<file path="config.mk">
export PLATFORM = sky130hd
export DESIGN_NAME = i2c_register_access_master
export DESIGN_NICKNAME = d
export VERILOG_FILES = /design/src/rtl/i2cra_pkg.sv /design/src/rtl/i2c_register_access_master.sv
export SDC_FILE = /design/constraint.sdc
export NUM_CORES = 1
export LEC_CHECK = 0
export BUFFER_PORTS_ARGS = -buffer_cell sky130_fd_sc_hd__buf_2
export CORE_MARGIN = 3
export CORE_UTILIZATION = 52
export DETAILED_ROUTE_END_ITERATION = 8
export MAX_ROUTING_LAYER = met4
export PLACE_DENSITY_LB_ADDON = 0.25
export SYNTH_ARGS = -nofsm -noshare
export SYNTH_HDL_FRONTEND = slang
export SYNTH_SLANG_ARGS = --single-unit
</file>
<file path="constraint.sdc">
create_clock -name clk -period 6.3 [get_ports clk]
set_input_delay 0.315 -clock clk [delete_from_list [all_inputs] [get_ports clk]]
set_output_delay 0.315 -clock clk [all_outputs]
set_load 0.05 [all_outputs]
</file>
<file path="src/rtl/i2cra_pkg.sv">
`default_nettype none
// ----------------------------------------------------------------------------
// I2C register access package
// Shared widths, reset values and register indexes.
// ----------------------------------------------------------------------------
package i2cra_pkg;
  localparam int DividerWidthDefault = 8;
  localparam int CfgAddrWidth = 1;
  localparam int CfgDataWidth = 16;
  localparam logic [CfgAddrWidth-1:0] CFG_CLOCK_DIVIDER = 1'd0;
  localparam logic [CfgAddrWidth-1:0] CFG_RECEIVE_TIMEOUT = 1'd1;
  localparam logic [7:0] DIVIDER_RESET = 8'd12;
  localparam logic [15:0] TIMEOUT_RESET = 16'd10000;
endpackage
`default_nettype wire

</file>
<file path="src/rtl/i2c_register_access_master.sv">
`default_nettype none
// ----------------------------------------------------------------------------
// I2C register access master
// Single-byte register write/read master, one beat per bus sampling tick.
// Each result beat is registered, or held in the skid stage while the output
// stalls. Throughput: one beat per cycle while the skid stage is empty; an
// output register with skid stage decouples the two sides. Bus timing is set
// by the quarter-bit phase counter. Reset (rst_n, synchronous) returns to idle
// with the divider at 12 and the receive timeout at 10000 ticks.
// ----------------------------------------------------------------------------
module i2c_register_access_master
  import i2cra_pkg::*;
#(
  parameter int DIVIDER_WIDTH = DividerWidthDefault
) (
  input  wire logic                    clk,
  input  wire logic                    rst_n,
  input  wire logic                    cfg_we,
  input  wire logic [CfgAddrWidth-1:0] cfg_addr,
  input  wire logic [CfgDataWidth-1:0] cfg_wdata,
  input  wire logic                    in_tvalid,
  output logic                         in_tready,
  // start_request, mode, slave_address, register_address, write_data,
  // sda_in, scl_in, zero pad
  input  wire logic [31:0]             in_tdata,
  output logic                         out_tvalid,
  input  wire logic                    out_tready,
  // scl_release, sda_release, busy_res, done_res, failed, read_data, zero pad
  output logic [15:0]                  out_tdata
);

  typedef enum logic [3:0] {
    ST_IDLE, ST_START, ST_ADDR_W, ST_REG, ST_DATA,
    ST_RSTART, ST_ADDR_R, ST_RECV, ST_MNACK, ST_STOP
  } state_t;

  localparam logic [DIVIDER_WIDTH-1:0] PhaseOne = DIVIDER_WIDTH'(1);

  logic [7:0]               div_r;
  logic [15:0]              tmo_r;
  state_t                   st_r, st_nxt;
  logic [DIVIDER_WIDTH-1:0] ph_r, ph_nxt;
  logic [1:0]               q_r, q_nxt;
  logic [3:0]               bc_r, bc_nxt;
  logic [7:0]               sb_r, sb_nxt;
  logic [6:0]               hs_r, hs_nxt;
  logic [7:0]               hr_r, hr_nxt, hd_r, hd_nxt;
  logic                     hm_r, hm_nxt;
  logic [15:0]              wc_r, wc_nxt;
  logic                     err_r, err_nxt;
  logic [7:0]               lr_r, lr_nxt;
  logic                     done;
  logic [15:0]              res;
  logic [15:0]              ob_r, sk_r;
  logic                     ov_r, sv_r;
  logic                     take;

  function automatic logic is_send(state_t s);
    return s == ST_ADDR_W || s == ST_REG || s == ST_DATA || s == ST_ADDR_R;
  endfunction

  function automatic logic scl_lvl(state_t s, logic [1:0] q);
    unique case (s)
      ST_IDLE:  return 1'b1;
      ST_START: return q != 2'd3;
      ST_STOP:  return q != 2'd0;
      default:  return q == 2'd1 || q == 2'd2;
    endcase
  endfunction

  function automatic logic sda_lvl(state_t s, logic [1:0] q, logic [3:0] bc,
                                   logic [7:0] sb);
    unique case (s)
      ST_IDLE:             return 1'b1;
      ST_START, ST_RSTART: return !q[1];
      ST_STOP:             return q[1];
      ST_RECV, ST_MNACK:   return 1'b1;
      default:             return bc[3] ? 1'b1 : sb[3'd7 - bc[2:0]];
    endcase
  endfunction

  assign in_tready = !sv_r;
  assign take = in_tvalid && in_tready;

  always_comb begin
    logic   moved;
    state_t prev_st;
    logic   sda, scl;
    logic [DIVIDER_WIDTH-1:0] limit;
    moved = 1'b0;
    prev_st = st_r;
    sda = in_tdata[25];
    scl = in_tdata[26];
    limit = DIVIDER_WIDTH'(div_r);
    st_nxt = st_r; ph_nxt = ph_r; q_nxt = q_r; bc_nxt = bc_r; sb_nxt = sb_r;
    hs_nxt = hs_r; hr_nxt = hr_r; hd_nxt = hd_r; hm_nxt = hm_r; wc_nxt = wc_r;
    err_nxt = err_r; lr_nxt = lr_r; done = 1'b0;
    if (st_r == ST_IDLE) begin
      if (in_tdata[0]) begin
        hm_nxt = in_tdata[1];
        hs_nxt = in_tdata[8:2];
        hr_nxt = in_tdata[16:9];
        hd_nxt = in_tdata[24:17];
        err_nxt = 1'b0;
        st_nxt = ST_START; ph_nxt = '0; q_nxt = '0; bc_nxt = '0;
      end
    end else if (!scl_lvl(st_r, q_r) || scl) begin
      if (ph_r >= limit) begin
        ph_nxt = '0;
        q_nxt = q_r + 2'd1;
        if (q_r == 2'd1) begin
          if (is_send(st_r) && bc_r == 4'd8) sb_nxt = {7'd0, sda};
          else if (st_r == ST_RECV) sb_nxt = {sb_r[6:0], sda};
        end else if (q_r == 2'd3) begin
          q_nxt = '0;
          unique case (st_r)
            ST_START: begin
              st_nxt = ST_ADDR_W; sb_nxt = {hs_r, 1'b0}; bc_nxt = '0; ph_nxt = '0;
            end
            ST_RSTART: begin
              st_nxt = ST_ADDR_R; sb_nxt = {hs_r, 1'b1}; bc_nxt = '0;
            end
            ST_ADDR_W, ST_REG, ST_DATA, ST_ADDR_R: begin
              if (bc_r < 4'd8) bc_nxt = bc_r + 4'd1;
              else begin
                bc_nxt = '0;
                if (sb_r[0]) begin
                  err_nxt = 1'b1; lr_nxt = '0; st_nxt = ST_STOP;
                end else if (st_r == ST_ADDR_W) begin
                  st_nxt = ST_REG; sb_nxt = hr_r;
                end else if (st_r == ST_REG) begin
                  if (hm_r) st_nxt = ST_RSTART;
                  else begin
                    st_nxt = ST_DATA; sb_nxt = hd_r;
                  end
                end else if (st_r == ST_DATA) st_nxt = ST_STOP;
                else begin
                  st_nxt = ST_RECV; sb_nxt = '0; wc_nxt = tmo_r;
                end
              end
            end
            ST_RECV: begin
              if (bc_r < 4'd7) bc_nxt = bc_r + 4'd1;
              else begin
                lr_nxt = sb_nxt; st_nxt = ST_MNACK; bc_nxt = '0;
              end
            end
            ST_MNACK: begin
              st_nxt = ST_STOP; bc_nxt = '0;
            end
            ST_STOP: begin
              st_nxt = ST_IDLE; bc_nxt = '0; done = 1'b1;
            end
            default: st_nxt = ST_IDLE;
          endcase
          moved = st_nxt != prev_st;
        end
      end else begin
        ph_nxt = ph_r + PhaseOne;
      end
    end
    if (st_nxt == ST_RECV && !moved) begin
      wc_nxt = wc_nxt - 16'd1;
      if (wc_nxt == 16'd0) begin
        err_nxt = 1'b1; lr_nxt = '0; st_nxt = ST_STOP;
        ph_nxt = '0; q_nxt = '0; bc_nxt = '0;
      end
    end
    res = {3'd0, lr_nxt, err_nxt, done, st_nxt != ST_IDLE,
           sda_lvl(st_nxt, q_nxt, bc_nxt, sb_nxt), scl_lvl(st_nxt, q_nxt)};
  end

  always_ff @(posedge clk) begin
    if (!rst_n) begin
      div_r <= DIVIDER_RESET; tmo_r <= TIMEOUT_RESET;
      st_r <= ST_IDLE; ph_r <= '0; q_r <= '0; bc_r <= '0; sb_r <= '0;
      hs_r <= '0; hr_r <= '0; hd_r <= '0; hm_r <= 1'b0; wc_r <= '0;
      err_r <= 1'b0; lr_r <= '0; ov_r <= 1'b0; sv_r <= 1'b0;
    end else begin
      if (cfg_we && cfg_addr == CFG_CLOCK_DIVIDER) div_r <= cfg_wdata[7:0];
      if (cfg_we && cfg_addr == CFG_RECEIVE_TIMEOUT) tmo_r <= cfg_wdata;
      if (take) begin
        st_r <= st_nxt; ph_r <= ph_nxt; q_r <= q_nxt; bc_r <= bc_nxt;
        sb_r <= sb_nxt; hs_r <= hs_nxt; hr_r <= hr_nxt; hd_r <= hd_nxt;
        hm_r <= hm_nxt; wc_r <= wc_nxt; err_r <= err_nxt; lr_r <= lr_nxt;
      end
      if (!ov_r || out_tready) begin
        if (sv_r) begin
          ob_r <= sk_r; ov_r <= 1'b1; sv_r <= 1'b0;
        end else begin
          ob_r <= res; ov_r <= take;
        end
      end else if (take) begin
        sk_r <= res; sv_r <= 1'b1;
      end
    end
  end

  assign out_tvalid = ov_r;
  assign out_tdata = ob_r;

endmodule
`default_nettype wire
</file>
Word-level counts from Yosys, hierarchy flattened
Cells that the tools add are included.
{"block": "word_totals", "elab_cells": 199, "ff_bits": 127, "inputBits": 54}
{"block": "classes", "n_reduce_logical": 31, "add_sub_neg": 5, "mux": 114, "order_cmp": 4, "eq_ne": 24, "n_bitwise": 3}
{"op": "$mux 8", "count": 29}
{"op": "$mux 16", "count": 12}
{"op": "$mux 4", "count": 29}
{"op": "$eq 4x3->1 const B", "count": 7}
{"op": "$mux 1", "count": 27}
{"op": "$pmux 8 s3", "count": 1}
{"op": "$eq 4x4->1 const B", "count": 5}
{"op": "$pmux 4 s5", "count": 1}
{"op": "$logic_not 16->1", "count": 1}
{"op": "$mux 2", "count": 8}
{"op": "$pmux 8 s2", "count": 1}
{"op": "$sub 16x1->16 const B", "count": 1}
{"op": "$mux 13", "count": 1}
{"op": "$pmux 4 s3", "count": 1}
{"op": "$add 8x1->8 const B", "count": 1}
{"op": "$eq 4x1->1 const B", "count": 2}
{"op": "$eq 4x2->1 const B", "count": 2}
{"op": "$ge 8x8->1", "count": 1}
{"op": "$logic_not 4->1", "count": 2}
{"op": "$reduce_or 4->1", "count": 2}
{"op": "$logic_or 1x1->1", "count": 7}
{"op": "$eq 2x2->1 const B", "count": 3}
{"op": "$pmux 1 s3", "count": 2}
{"op": "$reduce_and 3->1", "count": 2}
{"op": "19 further kinds", "count": 33}

Logic depth before layout (Yosys ltp)
Gate-level depths: netlist (run 1).
{"block": "logic_depth", "ltp_word": 27, "mapped_depth": 29, "ltp_nobuf": 23}

Worst setup path after synthesis (run 1)
No wires, ideal clock.
{"block": "synth_timing", "kind": "register -> register", "start": "register ph_r[0]", "end": "register sk_r[0] (data pin)", "path_buffers": 6, "path_stages_with_launch": 29, "setup_ns": 0.262, "arrival_time_ns": 5.715, "setup_slack_ns": 0.323, "t_required_ns": 6.038, "cell_sequence": "dfxtp_1 inv_1 ha_1 nand2b_1 a2111oi_2 o31ai_2 and4_1 buf_2 buf_2 buf_1 mux2i_1 ha_1 or4b_1 clkbuf_1 or4_1 xor2_1 o211ai_1 mux2i_1 o311a_1 nand4_1 or2_4 buf_6 buf_2 nand2_1 ha_1 nor2_1 a21oi_1 o2bb2ai_1 or2_2"}
{"block": "synth_via", "elab_chain_len": 11}
{"element": "from (decl)", "line": "i2c_register_access_master.sv:42", "rtl": "logic [DIVIDER_WIDTH-1:0] ph_r, ph_nxt;"}
{"element": "from (signal assigned)", "line": "i2c_register_access_master.sv:183", "rtl": "st_r <= st_nxt; ph_r <= ph_nxt; q_r <= q_nxt; bc_r <= bc_nxt;"}
{"element": "$ge 8x8->1 (*)", "line": "i2c_register_access_master.sv:108", "rtl": "if (ph_r >= limit) begin"}
{"element": "$mux 16", "line": "i2c_register_access_master.sv:108"}
{"element": "$mux 16", "line": "i2c_register_access_master.sv:107", "rtl": "end else if (!scl_lvl(st_r, q_r) || scl) begin"}
{"element": "$mux 16", "line": "i2c_register_access_master.sv:98", "rtl": "if (st_r == ST_IDLE) begin"}
{"element": "$sub 16x1->16", "line": "i2c_register_access_master.sv:163", "rtl": "wc_nxt = wc_nxt - 16'd1;"}
{"element": "$logic_not 16->1", "line": "i2c_register_access_master.sv:164", "rtl": "if (wc_nxt == 16'd0) begin"}
{"element": "$mux 2", "line": "i2c_register_access_master.sv:164"}
{"element": "$mux 2", "line": "i2c_register_access_master.sv:162", "rtl": "if (st_nxt == ST_RECV && !moved) begin"}
{"element": "$eq 2x1->1 / $eq 2x2->1 (equally long branches)", "line": "i2c_register_access_master.sv:67", "rtl": "default: return q == 2'd1 || q == 2'd2;"}
{"element": "$logic_or 1x1->1", "line": "i2c_register_access_master.sv:67"}
{"element": "$pmux 1 s3 (*)", "line": "i2c_register_access_master.sv:63", "rtl": "unique case (s)"}
{"element": "via res[0]", "line": "i2c_register_access_master.sv:53", "rtl": "logic [15:0] res;"}
{"element": "to (signal assigned)", "line": "i2c_register_access_master.sv:194", "rtl": "sk_r <= res; sv_r <= 1'b1;"}
{"element": "to (decl)", "line": "i2c_register_access_master.sv:54", "rtl": "logic [15:0] ob_r, sk_r;"}
Mark *: on every way through the listed nets, which the timed path passes. The rest lies on a longest branch.
A chain may end at the register's enable or synchronous reset.

Worst setup path after layout (run 1)
{"block": "layout_timing", "start": "register st_r[2]", "end": "register sk_r[0] (data pin)"}
{"block": "layout_via", "elab_chain_len": 24}
{"element": "from (decl)", "line": "i2c_register_access_master.sv:41", "rtl": "state_t st_r, st_nxt;"}
{"element": "from (signal assigned)", "line": "i2c_register_access_master.sv:183"}
{"element": "branches (longest 23 deep; another with $mux 16)"}
{"element": "$pmux 1 s3 (*)", "line": "i2c_register_access_master.sv:63"}
{"element": "via res[0]", "line": "i2c_register_access_master.sv:53"}
Mark *: on every way through the listed nets, which the timed path passes. The select of a mux whose other input is x is not followed.

==> results.json, run 1 <==
{
  "ir_worst_vdd_v": 0.0001827,
  "synthFlopType": "dfxtp_1",
  "postSynthCellCount": 977,
  "fp.coreArea_sq_mm": 0.01420,
  "antenna_cells": 0,
  "synth.top_cell.area_share": 0.2618,
  "placed_area_sq_mm": 0.008109,
  "fin_nets": 1085,
  "slew_headroom": 0.3372,
  "vias_per_cell": 6.084,
  "fin_tns_setup_ns": 0,
  "drc_errors": 0,
  "status": "finished, final reports clean",
  "avgSynthCellArea_sq_um": 7.904,
  "grt_pass1_wl_microns": 33690,
  "cpLargestDelayFamily": "simple AND/OR/NAND/NOR gates",
  "clk_pin_slew_ns": 0.06,
  "ys_async_sr_fraction": 0,
  "hpwl_microns": 14210,
  "cts-buffers-inserted": 17,
  "finalCriticalPeriod_ns": 5.607,
  "cpPeakStageDelay_ns": 0.61,
  "p_per_area_mw_per_mm2": 230.6,
  "arrival_ns": 5.78,
  "cts_sinks": 127,
  "firstDrtPassIters": 6,
  "fillCellCount": 1352,
  "port_buffers": 63,
  "wirelength_microns": 20270,
  "crit_type": "reg -> reg",
  "grt_util_all_layers": 0.2594,
  "synth_area_leaders": "dfxtp_1 (26%), edfxtp_1 (10%), nand2_1 (8.7%)",
  "post_drt_wl_per_cell_microns": 16.82,
  "rows": 43,
  "die_w_microns": 127.9,
  "cts-root-buf": "clkbuf_16",
  "rsz0062_at_grt": "false",
  "num_vias": 7331,
  "cts_setup_buffers": 0,
  "ctsResizeCount": 0,
  "leakagePower_nw": 3.176,
  "place.gp.congestion": 0.9768,
  "clock_skew_ns": 0.01206,
  "start_util": 0.5437,
  "hold_viol_final": 0,
  "grt_pass1_vias": 6607,
  "postLayoutCellArea_sq_mm": 0.008682,
  "drv_slew": 0,
  "synth-seq-cells": 127,
  "crit_required_ns": 6.47,
  "worst_pin_slew_ns": 0.9838,
  "ios": 72,
  "setup_violations": 0,
  "clk_latency_ns": 0.43,
  "antenna_left": 0,
  "drive_gt1_frac": 0.1463,
  "timing.fmax_ghz": 0.1783,
  "grt_antenna_before_repair": 0,
  "yosys.area.top_type": "dfxtp_1",
  "fin_crit_sh": 0.8901,
  "synth.distinct_cells": 85,
  "ys_warn_count": 0,
  "clock_path_buffers": 2,
  "drv_cap": 0,
  "grt_start_max_net_pins": 87,
  "hold_path.class": "in -> reg",
  "grt_overflow": 0,
  "drt_first_iter_violations": 619,
  "seq_area_frac_synth": 0.3629,
  "tritoncts": "yes",
  "netlist_area_sq_mm": 0.007722,
  "h-tree-depth": 4,
  "die_area_sq_mm": 0.01635,
  "crit_fanout": 21,
  "critPathCaptureType": "flip-flop",
  "layout_commonest_cell": "nand2_1",
  "die_y_microns": 127.9,
  "synth-edff-count": 26,
  "area_growth_pct": 12.43,
  "worst-path-buf-inv": 1,
  "cts_hold_buf": 0,
  "worstPathCellList": "buf_4 -> nand2b_1 -> nor3_1 -> and4_1 -> mux2i_1 -> ha_1 -> or4b_1 -> or4_1 -> xor2_1 -> o211ai_1 -> mux2i_1 -> o311a_1 -> nand4_1 -> or2_4 -> nand2_1 -> ha_1 -> nor2_1 -> a21oi_1 -> o2bb2ai_1 -> or2_2",
  "final_cell_mix": "nand2_1 (180), a21oi_1 (103), dfxtp_1 (101)",
  "critPathLaunchType": "flip-flop",
  "crit_slowest_cell": "or4b_1"
}
==> stage by stage <==
stage	total power, W	hold slack [ns]	utilization	instances	setup slack [ns]
6_report	0.002002	0.1024	0.6113	1205	0.6926
5_1_grt	0.002068	0.1250	0.6113	1205	0.2348
4_1_cts	0.002018	0.08835	0.6113	1205	0.6952
3_5_place_dp	0.001061	0.4464	0.5709	1173	0.7051
3_3_place_gp	0.001059	0.4407	0.5709	1173	0.8123
2_1_floorplan	0.001009	0.4308	-	979	0.3228
==> synthesized netlist by cell type (9+ instances only) <==
master / n
nand2_1: 180
a21oi_1: 103
dfxtp_1: 101
nor2_1: 66
o21ai_0: 46
clkbuf_1: 40
nand3_1: 40
inv_1: 29
edfxtp_1: 26
nor3_1: 23
mux2i_1: 20
ha_1: 19
mux2_2: 15
and2_1: 14
nand2b_1: 14
o211ai_1: 12
buf_2: 11
nor2b_1: 11
o31ai_1: 11
a22o_1: 10
a22oi_1: 9
a31oi_1: 9
or3_1: 9
==> metal layers <==
metal,part of all wire,wire length [microns],track usage
met3,0.073,1485,0.03917
met5,0,0,-
met4,0.020,400,0.08552
met2,0.44,8959,0.3879
met1,0.47,9427,0.3617
==> final timing paths <==
kind / from / to / slack, ns / depth (start not counted)
worst max-delay path: st_r[2] / sk_r[0] / 0.69 / 20
worst min-delay path: cfg_wdata[8] / tmo_r[8] / 0.10 / 3
worst max register to register: st_r[2] / sk_r[0] / 0.69 / 20
worst min register to register: hd_r[2] / hd_r[2] / 0.45 / 2
==> state kept, by name, indices dropped and copies added (netlist names) <==
| register | cells |
|---|---|
| bc_r | 4 |
| div_r | 8 |
| err_r | 1 |
| hd_r | 8 |
| hm_r | 1 |
| hr_r | 8 |
| hs_r | 7 |
| lr_r | 8 |
| out_tdata | 13 |
| out_tvalid | 1 |
| ph_r | 8 |
| q_r | 2 |
| sb_r | 8 |
| sk_r | 13 |
| st_r | 4 |
| sv_r | 1 |
| tmo_r | 16 |
| wc_r | 16 |
==> layout make-up <==
type	instances	area [sq um]	share of cell area
clock inverter	14	143.9	0.01657
inverter	30	112.6	0.01297
clock buffer	18	429.2	0.04943
sequential	127	2803	0.3228
tap	180	225.2	0.02594
multi-input combinational	759	4548	0.5239
timing repair buffer	77	420.4	0.04842
==> worst reg2reg max path: stages (launching register included) <==
cell and delay [ns]:
dfxtp_1 0.38, buf_4 0.27, nand2b_1 0.16, nor3_1 0.45, and4_1 0.43, mux2i_1 0.34
ha_1 0.33, or4b_1 0.61, or4_1 0.49, xor2_1 0.16, o211ai_1 0.11, mux2i_1 0.14
o311a_1 0.18, nand4_1 0.19, or2_4 0.32, nand2_1 0.09, ha_1 0.14, nor2_1 0.05
a21oi_1 0.14, o2bb2ai_1 0.11, or2_2 0.29
==> power breakdown <==
group	switching (W)	internal (W)	total, W	leakage [nW]
sequential	0.0000213	0.000854	0.000875	1.05
combinational	0.000116	0.0000553	0.000171	1.86
clock	0.000375	0.000581	0.000956	0.270
==> kinds of logic after synthesis <==
kind of cell | share of synthesized area
and+or+nand+nor | 0.2657
adders and majority gates | 0.03078
buffers and inverters | 0.05006
DFF | 0.3629
muxes | 0.05071
xor gates and xnor gates | 0.01134
other | 0.0004856
AOI/OAI and AO/OA | 0.2280
No activity file was read; power rests on OpenSTA's default activity.
==> run 2: changes to the inputs <==
ABC_AREA = 1   (was unset)
==> results.json, run 2 <==
{
  "synthFlopType": "dfxtp_1",
  "ctsResizeCount": 0,
  "hold_viol_final": 0,
  "avgSynthCellArea_sq_um": 6.765,
  "antenna_left": 0,
  "drive_gt1_frac": 0.1221,
  "hpwl_microns": 13430,
  "final_cell_mix": "nand2_1 (257), o21ai_0 (134), inv_1 (123)",
  "place.gp.congestion": 0.9414,
  "fillCellCount": 1335,
  "final_util": 0.6050,
  "synth_top_family_by_area": "simple AND/OR/NAND/NOR gates",
  "cts-root-buf": "clkbuf_16",
  "drv_slew": 0,
  "leakagePower_nw": 3.866,
  "cts_setup_buffers": 0,
  "grt_util_all_layers": 0.2471,
  "hold_path.class": "in -> reg",
  "grt_overflow": 0,
  "finalCriticalPeriod_ns": 5.047,
  "rsz0062_at_grt": "false",
  "rows": 43,
  "layout_commonest_cell": "nand2_1",
  "port_buffers": 63,
  "crit_type": "reg -> reg",
  "die_w_microns": 125.8,
  "cts_hold_buf": 0,
  "antenna_cells": 0,
  "grt_antenna_before_repair": 0,
  "synth-seq-cells": 127,
  "hold_depth": 3,
  "clk_latency_ns": 0.42,
  "setup_violations": 0,
  "ys_warn_count": 0,
  "synthXorXnorAreaFrac": 0.004691,
  "synth_mux_area_frac": 0.001340,
  "ys_async_sr_fraction": 0,
  "drt_first_iter_violations": 705,
  "synth_area_leaders": "dfxtp_1 (27%), nand2_1 (13%), edfxtp_1 (10%)",
  "tritoncts": "yes",
  "start_util": 0.5339,
  "clock_path_buffers": 2,
  "fp.coreArea_sq_mm": 0.01399,
  "h-tree-depth": 4,
  "cts_sinks": 127,
  "clk_pin_slew_ns": 0.06,
  "crit_fanout": 21,
  "arrival_ns": 5.34,
  "timing.fmax_ghz": 0.1981,
  "ir_worst_vdd_v": 0.0001895,
  "post_drt_wl_per_cell_microns": 14.01,
  "die_area_sq_mm": 0.01584,
  "grt_pass1_wl_microns": 31240,
  "critPathCaptureType": "flip-flop",
  "firstDrtPassIters": 5,
  "grt_start_max_net_pins": 69,
  "fin_crit_sh": 0.8011,
  "fin_tns_setup_ns": 0,
  "die_y_microns": 125.8,
  "num_vias": 7324,
  "r2r_cells": 27,
  "reg_top3": "tmo_r: 16 flops, wc_r: 16 flops",
  "synthTopCellsByCount": "nand2_1 (257), o21ai_0 (134), inv_1 (123)",
  "drv_cap": 0,
  "cts-buffers-inserted": 17,
  "vias_per_cell": 5.453,
  "netlist_area_sq_mm": 0.007468,
  "clock_skew_ns": 0.008981,
  "synth-edff-count": 26,
  "area_growth_pct": 13.32,
  "synthSimpleGateAreaFrac": 0.2622,
  "synth.top_cell.area_share": 0.2707,
  "yosysMostFrequentCell": "nand2_1",
  "yosys.area.top_type": "dfxtp_1",
  "crit_required_ns": 6.60,
  "ios": 72,
  "worst_pin_slew_ns": 1.016,
  "seq_area_frac_synth": 0.3753,
  "critPathLaunchType": "flip-flop",
  "wirelength_microns": 18820,
  "postSynthCellCount": 1104,
  "synth-compound-area-share": 0.2257,
  "synthAdderAreaFrac": 0.03183,
  "grt_pass1_vias": 6354,
  "fin_nets": 1223,
  "p_per_area_mw_per_mm2": 268.2,
  "synth.distinct_cells": 50,
  "status": "finished, final reports clean",
  "slew_headroom": 0.3177,
  "drc_errors": 0
}
[run 2: worst paths after layout]
| path | startpoint | endpoint | slack, ns |
|---|---|---|---|
| setup / recovery | q_r[1] | out_tdata[1] | 1.25 |
| hold / removal | cfg_wdata[9] | tmo_r[9] | 0.09 |
| setup reg to reg | q_r[1] | out_tdata[1] | 1.25 |
| hold reg to reg | wc_r[9] | wc_r[9] | 0.46 |
[run 2: power by group]
group / internal, W / leakage, nW / switching (W)
logic: 0.000111 / 2.51 / 0.000254
clock network: 0.000621 / 0.281 / 0.000372
registers: 0.000881 / 1.07 / 0.0000310
total: 0.00161 / 3.87 / 0.000657
[run 2: cell families after synthesis]
family                   count (synthesis)
XOR/XNOR                                 4
flip-flops                             127
buffers and inverters                  186
multiplexers                             1
other                                    1
AND/OR/NAND/NOR                        468
AO/OA/AOI/OAI                          298
adder cells (fa/ha/maj)                 19
[run 2: area by class of cell]
type / count / area (sq um) / share of cell area
Timing Repair Buffer: 71 / 375.4 / 0.04435
Tap cell: 180 / 225.2 / 0.02661
Sequential cell: 127 / 2803 / 0.3312
Clock buffer: 18 / 429.2 / 0.05071
Multi-Input combinational cell: 793 / 3938 / 0.4653
Clock inverter: 14 / 165.2 / 0.01952
Inverter: 140 / 528.0 / 0.06239
[run 2: critical path: stages (launching register included)]
cell	delay (ns)
dfxtp_1	0.35
inv_1	0.08
ha_1	0.34
inv_1	0.18
nand2_1	0.18
nor3_2	0.35
nand4_4	0.33
o21ai_1	0.43
ha_1	0.26
nand2_1	0.09
nor2_2	0.26
nand2_1	0.09
nand2_1	0.06
nand2_1	0.07
nor2_1	0.09
nand2_1	0.08
nor2_2	0.10
nand3_2	0.41
buf_4	0.34
nand2_1	0.18
nand2_1	0.09
nand3_1	0.08
nand3_1	0.07
nand3_1	0.16
nand2_1	0.07
nand2_1	0.09
nand2_1	0.05
nand2_1	0.05
[run 2: stage by stage]
| step | std cells | setup WS, ns | hold WS, ns | instance area, sq um | power (W) |
|---|---|---|---|---|---|
| after floorplan | 1106 | 2.448 | 0.4245 | 7476 | 0.001195 |
| after global placement | 1311 | 1.432 | 0.4529 | 7869 | 0.001281 |
| after detailed placement | 1311 | 1.362 | 0.4552 | 7869 | 0.001288 |
| after CTS | 1343 | 1.305 | 0.08473 | 8463 | 0.002280 |
| after global routing | 1343 | 0.7707 | 0.09448 | 8463 | 0.002373 |
| final | 1343 | 1.253 | 0.09255 | 8463 | 0.002270 |
[run 2: layer usage]
layer  up-vias  track usage  wire, microns  share of wire
met2       262       0.3647           8173           0.43
met1      3282       0.3450           8943           0.48
met4         0      0.07382            300          0.016
met3        30      0.04919           1404          0.075
li1       3750            -              -              -
met5         -            -              0              0
==> run 3: changes to the inputs <==
ABC_AREA = 0   (was 1)
clock period = 4.4 ns   (was 6.3 ns; I/O delays follow)
==> results.json, run 3 (synthesis gave the netlist of run 1 again) <==
{
  "wirelength_microns": 22050,
  "status": "finished with violations",
  "rows": 43,
  "hold_path.class": "in -> reg",
  "worstPathCellList": "inv_2 -> ha_4 -> nand4_1 -> o31ai_4 -> and4_4 -> mux2i_4 -> ha_2 -> or4b_4 -> or4_4 -> xor2_1 -> o211ai_1 -> mux2i_1 -> o311a_1 -> nand4_1 -> or2_4 -> nand2_4 -> ha_4 -> nor2_4 -> a21oi_2 -> o2bb2ai_2 -> o31a_1",
  "drc_errors": 0,
  "num_vias": 7668,
  "arrival_ns": 4.96,
  "drv_slew": 0,
  "fin_crit_sh": 1.090,
  "grt_start_max_net_pins": 87,
  "h-tree-depth": 4,
  "grt_pass1_vias": 6821,
  "critPathCaptureType": "flip-flop",
  "placedCellCount": 1215,
  "postLayoutSetupSlackWorst_ns": -0.3940,
  "slew_headroom": 0.3069,
  "cpPeakStageDelay_ns": 0.48,
  "cts-buffers-inserted": 17,
  "worst_pin_slew_ns": 1.036,
  "final_cell_mix": "nand2_1 (178), a21oi_1 (100), dfxtp_1 (94)",
  "grt_util_all_layers": 0.2750,
  "crit_slowest_cell": "or4b_4",
  "die_y_microns": 127.9,
  "multi_input_area_sq_mm": 0.004861,
  "grt_pass1_wl_microns": 35220,
  "antenna_cells": 0,
  "ir_worst_vdd_v": 0.0002197,
  "area_growth_pct": 21.31,
  "hold_viol_final": 0,
  "p_per_area_mw_per_mm2": 309.9,
  "crit_fanout": 4,
  "clock_skew_ns": 0.007447,
  "finalCriticalPeriod_ns": 4.794,
  "die_w_microns": 127.9,
  "reg_top3": "tmo_r: 16 flops, wc_r: 16 flops",
  "critPathLaunchType": "flip-flop",
  "fin_nets": 1133,
  "leakagePower_nw": 3.469,
  "drv_cap": 0,
  "rsz0062_at_grt": "true",
  "layout_commonest_cell": "nand2_1",
  "place.gp.congestion": 1.006,
  "antenna_left": 0,
  "cpLargestDelayFamily": "simple AND/OR/NAND/NOR gates",
  "clk_pin_slew_ns": 0.06,
  "drive_gt1_frac": 0.2302,
  "port_buffers": 63,
  "post-place-ws_ns": -0.5182,
  "drt_first_iter_violations": 929,
  "crit_type": "reg -> reg",
  "grt_antenna_before_repair": 0,
  "start_util": 0.5437,
  "ios": 72,
  "clk_latency_ns": 0.42,
  "setup_violations": 28,
  "hpwl_microns": 15250,
  "tritoncts": "yes",
  "vias_per_cell": 6.120,
  "firstDrtPassIters": 6,
  "clock_path_buffers": 2,
  "failed_checks": "setup timing",
  "worst-path-buf-inv": 1,
  "seqCellArea_sq_mm": 0.002811,
  "grt_overflow": 0,
  "fp.coreArea_sq_mm": 0.01420,
  "die_area_sq_mm": 0.01635,
  "cts_sinks": 127,
  "fillCellCount": 1240,
  "crit_required_ns": 4.57,
  "timing.fmax_ghz": 0.2086,
  "cts-root-buf": "clkbuf_16",
  "post_drt_wl_per_cell_microns": 17.60,
  "stdcell_count": 1253
}
## run 3: cell count changes in the layout (fill, tap and decap cells not counted), moves of 11 or more
| cell | delta |
|---|---|
| nand2b_1 | +13 |
| mux2i_1 | +17 |
| and2_1 | +14 |
| o22ai_1 | -12 |
| o21ai_0 | -90 |
| nor3_1 | +16 |
| buf_4 | +53 |
| nor2_1 | -59 |
| nand2_1 | -79 |
| inv_1 | -102 |
| ha_1 | -11 |
## run 3: final cells by class
type / count / share of cell area
sequential: 127 / 0.3001
clock inverter: 12 / 0.01456
tap: 180 / 0.02404
timing repair buffer: 125 / 0.08375
multi-input combinational: 759 / 0.5189
clock buffer: 20 / 0.04661
inverter: 30 / 0.01202
## run 3: worst reg2reg max path, delay by kind of cell, from the launching register on
kind	cells	cell delay (ns)
compound gates	6	1.03
xor+xnor	1	0.15
fa+ha+maj	3	0.59
buf+inv	1	0.05
flops	1	0.34
mux	2	0.39
simple gates	8	1.99
## run 3: what timing repair did
item	CTS	global route
pin swaps	11	15
hold buffers	0	0
resized for setup	35	24
setup endpoints to repair	47	48
buffers inserted	6	4
## run 3: final timing paths
path                      from            to  slack [ns]  cells past startpoint
hold / removal    cfg_wdata[9]      tmo_r[9]       0.005                      3
hold reg to reg        hd_r[2]       hd_r[2]        0.45                      2
setup / recovery      div_r[5]  out_tdata[0]       -0.39                     21
setup reg to reg      div_r[5]  out_tdata[0]       -0.39                     21
## run 3: where the power goes
part           internal (W)  switching (W)
Sequential          0.00122      0.0000325
Clock              0.000836       0.000536
Combinational     0.0000955       0.000179
Total               0.00215       0.000748
## run 3: layer usage
metal / routed length (microns) / GRT usage
met5: 0 / -
met2: 9884 / 0.4011
met1: 9839 / 0.3855
met4: 536 / 0.08926
met3: 1792 / 0.05292
## run 3: stage by stage
stage	power (W)	util	hold WS (ns)	TNS [ns]	cell area [sq um]
finish	0.002903	0.6595	0.005108	-4.295	9368
global route	0.003005	0.6595	0.02351	-11.05	9368
CTS	0.002909	0.6515	0.006593	-2.426	9254
detailed placement	0.001538	0.5980	0.4373	-6.932	8493
global placement	0.001533	0.5980	0.4349	-3.643	8493
floorplan	0.001450	-	0.3358	-17.38	7839
